### src/lnwq_pkg.sv
`timescale 1ns / 1ps
`default_nettype none
// ----------------------------------------------------------------------------
// lnwq_pkg
// Shared types and constants of the character LCD nibble write queue.
// ----------------------------------------------------------------------------
package lnwq_pkg;

	// queue depth in nibble entries; must be even (entries are stored in pairs)
	localparam int DEFAULT_QUEUE_DEPTH = 64;

	localparam int IN_TDATA_W  = 16;
	localparam int IN_TUSER_W  = 2;
	localparam int OUT_TDATA_W = 16;
	localparam int CFG_ADDR_W  = 5;
	localparam int CFG_DATA_W  = 32;
	localparam int FREE_W      = 7;

	// item kinds carried on s_tuser
	typedef enum logic [1:0] {
		MODE_TICK  = 2'd0,
		MODE_START = 2'd1,
		MODE_CHAR  = 2'd2,
		MODE_NOP   = 2'd3
	} mode_t;

	// register index, paddr[4:2]
	localparam logic [2:0] REG_IFACE_READY   = 3'd0;
	localparam logic [2:0] REG_CLOCK_TICKS   = 3'd1;
	localparam logic [2:0] REG_FUNCTION_TICKS = 3'd2;
	localparam logic [2:0] REG_LINE_LENGTH   = 3'd3;
	localparam logic [2:0] REG_SECOND_LINE   = 3'd4;

	localparam logic [15:0] RST_CLOCK_TICKS    = 16'd1;
	localparam logic [15:0] RST_FUNCTION_TICKS = 16'd50;
	localparam logic [6:0]  RST_LINE_LENGTH    = 7'd16;
	localparam logic [6:0]  RST_SECOND_LINE    = 7'd64;

	localparam logic [3:0] CMD_SET_ADDR = 4'h8;

	// bit positions in m_tdata
	localparam int OUT_ACC_BIT = 0;
	localparam int OUT_RS_BIT  = 1;
	localparam int OUT_NIB_LSB = 2;
	localparam int OUT_EN_BIT  = 6;
	localparam int OUT_FREE_LSB = 7;

endpackage : lnwq_pkg
`default_nettype wire

### src/lcd_nibble_write_queue.sv
`timescale 1ns / 1ps
`default_nettype none
// ----------------------------------------------------------------------------
// lcd_nibble_write_queue
// Nibble write queue and E-strobe timer for a 4-bit character LCD.
// ----------------------------------------------------------------------------
// Usage:
//  - s_* stream: one item per handshake. s_tuser = kind (tick, text start,
//    character, no-op); s_tdata = {text_length, value}.
//  - m_* stream: exactly one result item per input item, in order, carrying
//    the accepted flag, the pin levels (RS, D7..D4, E) after the item, and
//    the count of free nibble slots.
//  - APB port sets interface_ready, strobe timing and the line windows.
//    Change registers only while the block is idle.
// Timing: an input register and a result register; one item per cycle
// while m_tready is high. The queue pairs each push of two nibbles into
// one row of a single-port-write memory, so a push costs one write and the
// head row is kept in a register refreshed on every edge (write bypass).
// Stall: while m_tready is low the result register holds; the input
// register still takes one more item, then s_tready drops.
// Reset (arst_n low): queue empty, strobe timer idle, pins low, registers
// at their defaults. No clearing pass; queue rows are never read unwritten.
// QUEUE_DEPTH must be even.
// ----------------------------------------------------------------------------
module lcd_nibble_write_queue #(
	parameter int QUEUE_DEPTH = lnwq_pkg::DEFAULT_QUEUE_DEPTH
) (
	input  wire logic                             clk,
	input  wire logic                             arst_n,
	// input stream
	input  wire logic                             s_tvalid,
	output      logic                             s_tready,
	// [7:0] value, [15:8] text_length
	input  wire logic [lnwq_pkg::IN_TDATA_W-1:0]  s_tdata,
	// [1:0] mode
	input  wire logic [lnwq_pkg::IN_TUSER_W-1:0]  s_tuser,
	// result stream
	output      logic                             m_tvalid,
	input  wire logic                             m_tready,
	// [0] accepted, [1] pin_rs, [5:2] pin_nibble, [6] pin_enable,
	// [13:7] free_entries, [15:14] zero
	output      logic [lnwq_pkg::OUT_TDATA_W-1:0] m_tdata,
	// configuration
	input  wire logic                             psel,
	input  wire logic                             penable,
	input  wire logic                             pwrite,
	input  wire logic [lnwq_pkg::CFG_ADDR_W-1:0]  paddr,
	input  wire logic [lnwq_pkg::CFG_DATA_W-1:0]  pwdata,
	output      logic [lnwq_pkg::CFG_DATA_W-1:0]  prdata,
	output      logic                             pready
);
	import lnwq_pkg::*;

	localparam int PTR_W  = $clog2(QUEUE_DEPTH);
	localparam int PAIR_W = PTR_W - 1;
	localparam int PAIRS  = QUEUE_DEPTH / 2;
	localparam int CNT_W  = $clog2(QUEUE_DEPTH + 1);

	// ---------------- configuration registers ----------------
	logic        iface_ready_q;
	logic [15:0] clock_ticks_q;
	logic [15:0] function_ticks_q;
	logic [6:0]  line_length_q;
	logic [6:0]  second_line_q;
	logic        cfg_we;
	logic [2:0]  cfg_idx;

	assign pready  = 1'b1;
	assign cfg_we  = psel & penable & pwrite;
	assign cfg_idx = paddr[4:2];

	always_ff @(posedge clk or negedge arst_n) begin
		if (!arst_n) begin
			iface_ready_q    <= 1'b0;
			clock_ticks_q    <= RST_CLOCK_TICKS;
			function_ticks_q <= RST_FUNCTION_TICKS;
			line_length_q    <= RST_LINE_LENGTH;
			second_line_q    <= RST_SECOND_LINE;
		end else if (cfg_we) begin
			case (cfg_idx)
				REG_IFACE_READY:    iface_ready_q    <= pwdata[0];
				REG_CLOCK_TICKS:    clock_ticks_q    <= pwdata[15:0];
				REG_FUNCTION_TICKS: function_ticks_q <= pwdata[15:0];
				REG_LINE_LENGTH:    line_length_q    <= pwdata[6:0];
				REG_SECOND_LINE:    second_line_q    <= pwdata[6:0];
				default: ;
			endcase
		end
	end

	always_comb begin
		case (cfg_idx)
			REG_IFACE_READY:    prdata = {31'd0, iface_ready_q};
			REG_CLOCK_TICKS:    prdata = {16'd0, clock_ticks_q};
			REG_FUNCTION_TICKS: prdata = {16'd0, function_ticks_q};
			REG_LINE_LENGTH:    prdata = {25'd0, line_length_q};
			REG_SECOND_LINE:    prdata = {25'd0, second_line_q};
			default:            prdata = '0;
		endcase
	end

	// ---------------- stage 1: input register ----------------
	logic        valid_s1;
	mode_t       mode_s1;
	logic [7:0]  value_s1;
	logic [7:0]  len_s1;
	logic        valid_s2;
	logic        adv;
	logic        fire;

	assign adv      = !valid_s2 || m_tready;
	assign s_tready = !valid_s1 || adv;
	assign fire     = valid_s1 && adv;

	always_ff @(posedge clk or negedge arst_n) begin
		if (!arst_n) begin
			valid_s1 <= 1'b0;
		end else if (s_tready) begin
			valid_s1 <= s_tvalid;
		end
	end

	always_ff @(posedge clk) begin
		if (s_tvalid && s_tready) begin
			mode_s1  <= mode_t'(s_tuser[1:0]);
			value_s1 <= s_tdata[7:0];
			len_s1   <= s_tdata[15:8];
		end
	end

	// ---------------- control state ----------------
	logic [PTR_W-1:0]  rd_ptr_q, rd_ptr_n;
	logic [PAIR_W-1:0] wr_pair_q, wr_pair_n;
	logic [CNT_W-1:0]  fill_q, fill_n;
	logic              strobe_q, strobe_n;
	logic              settle_q, settle_n;
	logic [15:0]       elapsed_q, elapsed_n;
	logic [7:0]        chars_q, chars_n;
	logic              rs_q, rs_n;
	logic [3:0]        nib_q, nib_n;
	logic              en_q, en_n;

	// queue: rows of two entries, {second, first}; entry = {rs, nibble}
	logic [9:0]        queue_mem [PAIRS];
	logic [9:0]        head_pair_q;
	logic [4:0]        head_entry;
	logic              push;
	logic [9:0]        push_pair;
	logic [PAIR_W-1:0] rd_pair_next;

	logic              acc;
	logic [15:0]       e_inc;
	logic              settle_done;
	logic [CNT_W-1:0]  free_cnt;
	logic              pos_bad;
	logic              no_room;

	assign head_entry = rd_ptr_q[0] ? head_pair_q[9:5] : head_pair_q[4:0];
	assign e_inc      = (elapsed_q == 16'hFFFF) ? elapsed_q : elapsed_q + 16'd1;
	assign settle_done = !settle_q || (e_inc >= function_ticks_q);
	assign free_cnt   = CNT_W'(QUEUE_DEPTH) - fill_q;

	// cursor outside both line windows
	assign pos_bad = (value_s1 > {1'b0, line_length_q} && value_s1 < {1'b0, second_line_q})
		|| (value_s1 > ({1'b0, second_line_q} + {1'b0, line_length_q}));
	// room for address command plus two nibbles per character
	assign no_room = ({1'b0, len_s1, 1'b0} + 10'd2) > 10'(free_cnt);

	always_comb begin
		rd_ptr_n  = rd_ptr_q;
		wr_pair_n = wr_pair_q;
		fill_n    = fill_q;
		strobe_n  = strobe_q;
		settle_n  = settle_q;
		elapsed_n = elapsed_q;
		chars_n   = chars_q;
		rs_n      = rs_q;
		nib_n     = nib_q;
		en_n      = en_q;
		push      = 1'b0;
		push_pair = '0;
		acc       = 1'b0;
		if (fire) begin
			case (mode_s1)
				MODE_TICK: begin
					if (strobe_q) begin
						if (e_inc < clock_ticks_q) begin
							elapsed_n = e_inc;
						end else begin
							strobe_n  = 1'b0;
							en_n      = 1'b0;
							settle_n  = 1'b1;
							elapsed_n = '0;
						end
					end else if (!settle_done) begin
						elapsed_n = e_inc;
					end else begin
						if (settle_q) begin
							settle_n  = 1'b0;
							elapsed_n = e_inc;
						end
						// take next entry; empty queue leaves the pins alone
						if (fill_q != '0) begin
							rs_n      = head_entry[4];
							nib_n     = head_entry[3:0];
							en_n      = 1'b1;
							strobe_n  = 1'b1;
							elapsed_n = '0;
							rd_ptr_n  = (rd_ptr_q == PTR_W'(QUEUE_DEPTH - 1)) ? '0
								: rd_ptr_q + 1'b1;
							fill_n    = fill_q - 1'b1;
						end
					end
				end
				MODE_START: begin
					if (!iface_ready_q || pos_bad || no_room) begin
						chars_n = '0;
					end else begin
						acc       = 1'b1;
						push      = 1'b1;
						push_pair = {1'b0, value_s1[3:0],
							1'b0, CMD_SET_ADDR | {1'b0, value_s1[6:4]}};
						chars_n   = len_s1;
					end
				end
				MODE_CHAR: begin
					if (chars_q != '0 && free_cnt >= CNT_W'(2)) begin
						acc       = 1'b1;
						push      = 1'b1;
						push_pair = {1'b1, value_s1[3:0], 1'b1, value_s1[7:4]};
						chars_n   = chars_q - 8'd1;
					end
				end
				default: ;
			endcase
			if (push) begin
				wr_pair_n = (wr_pair_q == PAIR_W'(PAIRS - 1)) ? '0 : wr_pair_q + 1'b1;
				fill_n    = fill_q + CNT_W'(2);
			end
		end
	end

	assign rd_pair_next = rd_ptr_n[PTR_W-1:1];

	always_ff @(posedge clk or negedge arst_n) begin
		if (!arst_n) begin
			rd_ptr_q  <= '0;
			wr_pair_q <= '0;
			fill_q    <= '0;
			strobe_q  <= 1'b0;
			settle_q  <= 1'b0;
			elapsed_q <= '0;
			chars_q   <= '0;
			rs_q      <= 1'b0;
			nib_q     <= '0;
			en_q      <= 1'b0;
		end else begin
			rd_ptr_q  <= rd_ptr_n;
			wr_pair_q <= wr_pair_n;
			fill_q    <= fill_n;
			strobe_q  <= strobe_n;
			settle_q  <= settle_n;
			elapsed_q <= elapsed_n;
			chars_q   <= chars_n;
			rs_q      <= rs_n;
			nib_q     <= nib_n;
			en_q      <= en_n;
		end
	end

	// head row always mirrors queue_mem[rd_ptr_q >> 1]; same-edge write bypassed
	always_ff @(posedge clk) begin
		if (push) begin
			queue_mem[wr_pair_q] <= push_pair;
		end
		if (push && wr_pair_q == rd_pair_next) begin
			head_pair_q <= push_pair;
		end else begin
			head_pair_q <= queue_mem[rd_pair_next];
		end
	end

	// ---------------- stage 2: result register ----------------
	logic             acc_s2;
	logic             rs_s2;
	logic [3:0]       nib_s2;
	logic             en_s2;
	logic [FREE_W-1:0] free_s2;

	always_ff @(posedge clk or negedge arst_n) begin
		if (!arst_n) begin
			valid_s2 <= 1'b0;
		end else if (adv) begin
			valid_s2 <= valid_s1;
		end
	end

	always_ff @(posedge clk) begin
		if (fire) begin
			acc_s2  <= acc;
			rs_s2   <= rs_n;
			nib_s2  <= nib_n;
			en_s2   <= en_n;
			free_s2 <= FREE_W'(CNT_W'(QUEUE_DEPTH) - fill_n);
		end
	end

	assign m_tvalid = valid_s2;
	assign m_tdata  = {2'b00, free_s2, en_s2, nib_s2, rs_s2, acc_s2};

endmodule : lcd_nibble_write_queue
`default_nettype wire

### config.mk
export PLATFORM = sky130hd
export DESIGN_NAME = lcd_nibble_write_queue
export DESIGN_NICKNAME = d
export VERILOG_FILES = /design/src/lnwq_pkg.sv /design/src/lcd_nibble_write_queue.sv
export SDC_FILE = /design/constraint.sdc
export NUM_CORES = 1
export LEC_CHECK = 0
export BUFFER_PORTS_ARGS = -buffer_cell sky130_fd_sc_hd__buf_2
export CAP_MARGIN = 20
export CORE_MARGIN = 10
export CORE_UTILIZATION = 45
export CTS_CLUSTER_DIAMETER = 120
export DETAILED_ROUTE_END_ITERATION = 7
export PLACE_DENSITY = 0.64
export RECOVER_POWER = 50
export SLEW_MARGIN = 10
export SYNTH_ARGS = -nofsm -noshare
export SYNTH_HDL_FRONTEND = slang
export SYNTH_SLANG_ARGS = --single-unit
### constraint.sdc
create_clock -name clk -period 6.9 [get_ports clk]
set_clock_uncertainty 0.2 [all_clocks]
set_input_delay 0.69 -clock clk [delete_from_list [all_inputs] [get_ports clk]]
set_output_delay 0.69 -clock clk [all_outputs]
set_load 0.01 [all_outputs]
==> impl_metrics.env <==
export IMPL_grtUsageTotal_pct=16.16
export IMPL_die_area_um2=52210
export IMPL_via_per_inst=5.528
export IMPL_hold_viol=0
export IMPL_worst_pin_slew_ns=1.608
export IMPL_worstPathArrival_ns=5.80
export IMPL_post_synth_cell_area_avg_um2=14.61
export IMPL_dpl_hpwl_um=28850
export IMPL_yosys_area_top_type_share_pct=49.12
export IMPL_crit_fanout=32
export IMPL_r2r_slack_ns=1.03
export IMPL_path_delay_family="buffers and inverters"
export IMPL_critPathKind="flip-flop to flip-flop"
export IMPL_post_route_min_period_ns=5.869
export IMPL_setup_ws_ns=1.031
export IMPL_maxCapViolCount=2
export IMPL_worstPathRequired_ns=6.83
export IMPL_rsz0062_at_grt="false"
export IMPL_p_leak_nw=8.100
export IMPL_clock_latency_ns=0.57
export IMPL_port_buffers=75
export IMPL_drt_iter0_drc=990
export IMPL_grt_pass1_wl_um=66620
export IMPL_setup_viol=0
export IMPL_area_growth_pct=11.94
export IMPL_crit_path_start_kind="flip-flop"
export IMPL_synth_cell_type_count=81
export IMPL_p_per_area_nw_per_um2=295.5
export IMPL_async_flop_share_pct=23.35
export IMPL_final_max_slew_viol_count=67
export IMPL_grt_pass1_vias=11595
export IMPL_vias=11271
export IMPL_cp_slowest_cell="clkbuf_1"
export IMPL_syn_cell_area_um2=19560
export IMPL_htree_levels=2
export IMPL_synth_seq_cells=424
export IMPL_drt_pass1_iter_count=5
export IMPL_yosys_top_cells_area="edfxtp_1 (49%), dfrtp_1 (12%), mux4_2 (11%), ha_1 (5.3%), o21ai_0 (2.3%)"
export IMPL_grt_overflow=0
export IMPL_antennaDiodeCount=0
export IMPL_clk_pin_slew_ns=0.06
export IMPL_yosys_area_top_type="edfxtp_1"
export IMPL_antenna_found_initial=0
export IMPL_cp_slowest_stage_delay_ns=1.16
export IMPL_synth_edf_count=320
export IMPL_place_gp_congestion=0.8510
export IMPL_path_buf_inv=2
export IMPL_hp_class="input port to flip-flop"
export IMPL_wl_per_cell_um=20.85
export IMPL_die_w_um=228.5
export IMPL_core_area_um2=43080
export IMPL_clock_root_buffer="clkbuf_16"
export IMPL_initial_utilization_pct=45.41
export IMPL_pin_count=113
export IMPL_violations="max-capacitance violations, max-slew violations"
export IMPL_fin_crit_sh_pct=85.06
export IMPL_end_kind="flip-flop"
export IMPL_maxSlewHeadroom_pct=-7.233
export IMPL_drc=0
export IMPL_cts_sinks=424
export IMPL_drtAntennaViolNets=0
export IMPL_yosysWarnings=0
export IMPL_seq_area_frac_synth_pct=62.33
export IMPL_synth_top_flop_cell="edfxtp_1"
export IMPL_fin_tns_setup_ns=0
export IMPL_worstPathCellList="ha_1 > fa_1 > a21o_1 > a21oi_1 > o21bai_1 > a21oi_1 > xor2_1 > ha_1 > nand2_1 > o21ai_0 > o21a_1 > or4b_1 > o2bb2a_1 > inv_1 > and3_1 > clkbuf_1"
export IMPL_dpl_worst_slack_ns=1.356
export IMPL_timing_fmax_mhz=170.4
export IMPL_grt_max_degree=78
export IMPL_syn_inst=1339
export IMPL_status="finished with violations"
export IMPL_vdd_drop_max_v=0.0001564
export IMPL_clk_path_buf_depth=3
export IMPL_nNetsFinal=1566
export IMPL_wl_um=42510
export IMPL_drive_above_1_share_pct=16.78
export IMPL_cts_made_buffers=44
export IMPL_die_h_um=228.5
export IMPL_cts_resized_gates=0
export IMPL_cts_tree="yes"
export IMPL_num_rows=76
==> logic make-up after synthesis <==
logic type,after synthesis,share of synthesized area (%)
DFF,424,62.33
other,2,0.03839
adders and majority gates,84,5.411
AOI/OAI and AO/OA,211,6.927
muxes,123,12.48
buffers and inverters,154,3.639
and+or+nand+nor,306,7.605
xor gates and xnor gates,35,1.567
==> through the flow <==
stage | utilization [%] | cells | area [um2] | total power, mW | hold WS, ns
floorplan | - | 1356 | 19630 | 3.812 | 0.1944
global placement | 47.49 | 1955 | 20460 | 4.063 | 0.2713
detailed placement | 47.52 | 1956 | 20470 | 4.097 | 0.2874
CTS | 50.95 | 2037 | 21950 | 6.533 | 0.06163
global route | 50.83 | 2039 | 21900 | 6.793 | 0.07030
finish | 50.83 | 2039 | 21900 | 6.471 | 0.09562
==> Yosys cell counts (6+ instances only) <==
| master | n |
|---|---|
| dfrtp_1 | 93 |
| nor3_1 | 12 |
| a22oi_1 | 15 |
| o21a_1 | 6 |
| ha_1 | 83 |
| buf_2 | 10 |
| o31ai_1 | 8 |
| edfxtp_1 | 320 |
| o22ai_1 | 7 |
| buf_4 | 23 |
| dfstp_2 | 6 |
| mux2i_1 | 11 |
| nor2b_1 | 16 |
| a21o_1 | 11 |
| a21oi_1 | 31 |
| mux4_2 | 95 |
| nand2b_1 | 10 |
| inv_1 | 78 |
| xnor2_1 | 24 |
| mux2_2 | 16 |
| nor2_1 | 72 |
| clkbuf_1 | 35 |
| nand2_1 | 105 |
| and3_1 | 21 |
| o21ai_0 | 88 |
| xor2_1 | 11 |
| nand3_1 | 26 |
| nand4_1 | 14 |
==> layout by cell type, fill, tap and decap left out, drive strengths merged, types with 6 or more instances in the layout <==
cell type,instances
nor2,73
o22ai,7
nand2,105
xnor2,24
mux4,95
xor2,11
inv,80
clkbuf,97
nor3,12
o21ai,90
a21o,11
ha,83
conb,19
nor2b,16
a22oi,15
a21oi,31
clkinv,17
o21a,6
buf,49
mux2i,11
bufinv,7
nand3,26
nand2b,10
o31ai,9
edfxtp,320
dfstp,6
dfrtp,93
and3,21
nand4,14
mux2,17
==> final cells by class <==
| cell class | count | area [um2] |
|---|---|---|
| Multi-Input combinational cell | 778 | 6736 |
| Sequential cell | 424 | 12200 |
| Inverter | 78 | 292.8 |
| Timing Repair Buffer | 94 | 467.9 |
| Clock buffer | 53 | 1135 |
| Tap cell | 585 | 732.0 |
| Fill cell | 3622 | 21180 |
| Clock inverter | 27 | 334.1 |
==> timing repair <==
item | CTS | global route
endpoints found under the hold margin | 22 | 0
setup buffers | 0 | 0
hold buffers | 1 | 0
==> worst paths after layout <==
path,start,to,cells after the start
worst min register to register,rs_q$_DFF_PN0_,rs_q$_DFF_PN0_,2
worst max-delay path,line_length_q[0]$_DFFE_PN0P_,queue_mem[8][7]$_DFFE_PP_,16
max in group asynchronous,arst_n,second_line_q[6]$_DFFE_PN1P_,4
min in group asynchronous,arst_n,clock_ticks_q[15]$_DFFE_PN0P_,2
worst max register to register,line_length_q[0]$_DFFE_PN0P_,queue_mem[8][7]$_DFFE_PP_,16
worst min-delay path,s_tdata[2],value_s1[2]$_DFFE_PP_,1
==> report_power, final <==
| part | leakage [nW] | internal (mW) | switching [mW] |
|---|---|---|---|
| Sequential | 4.23 | 2.90 | 0.150 |
| Combinational | 3.15 | 0.416 | 0.576 |
| Clock | 0.719 | 1.44 | 0.983 |
==> per-layer routing <==
| metal | track usage, % | routed length [um] |
|---|---|---|
| met5 | 0 | 0 |
| met4 | 5.228 | 1042 |
| met3 | 2.619 | 1956 |
| met2 | 26.97 | 20690 |
| met1 | 21.22 | 18820 |
==> flip-flops by register name, indices dropped and copies added (netlist names), 2 cells and up, named ones only <==
register / cells
queue_mem: 288
clock_ticks_q: 16
elapsed_q: 16
function_ticks_q: 16
chars_q: 8
len_s1: 8
value_s1: 8
fill_q: 7
free_s2: 7
line_length_q: 7
second_line_q: 7
rd_ptr_q: 6
wr_pair_q: 5
nib_q: 4
nib_s2: 4
mode_s1: 2
No activity file was read; power rests on OpenSTA's default activity.
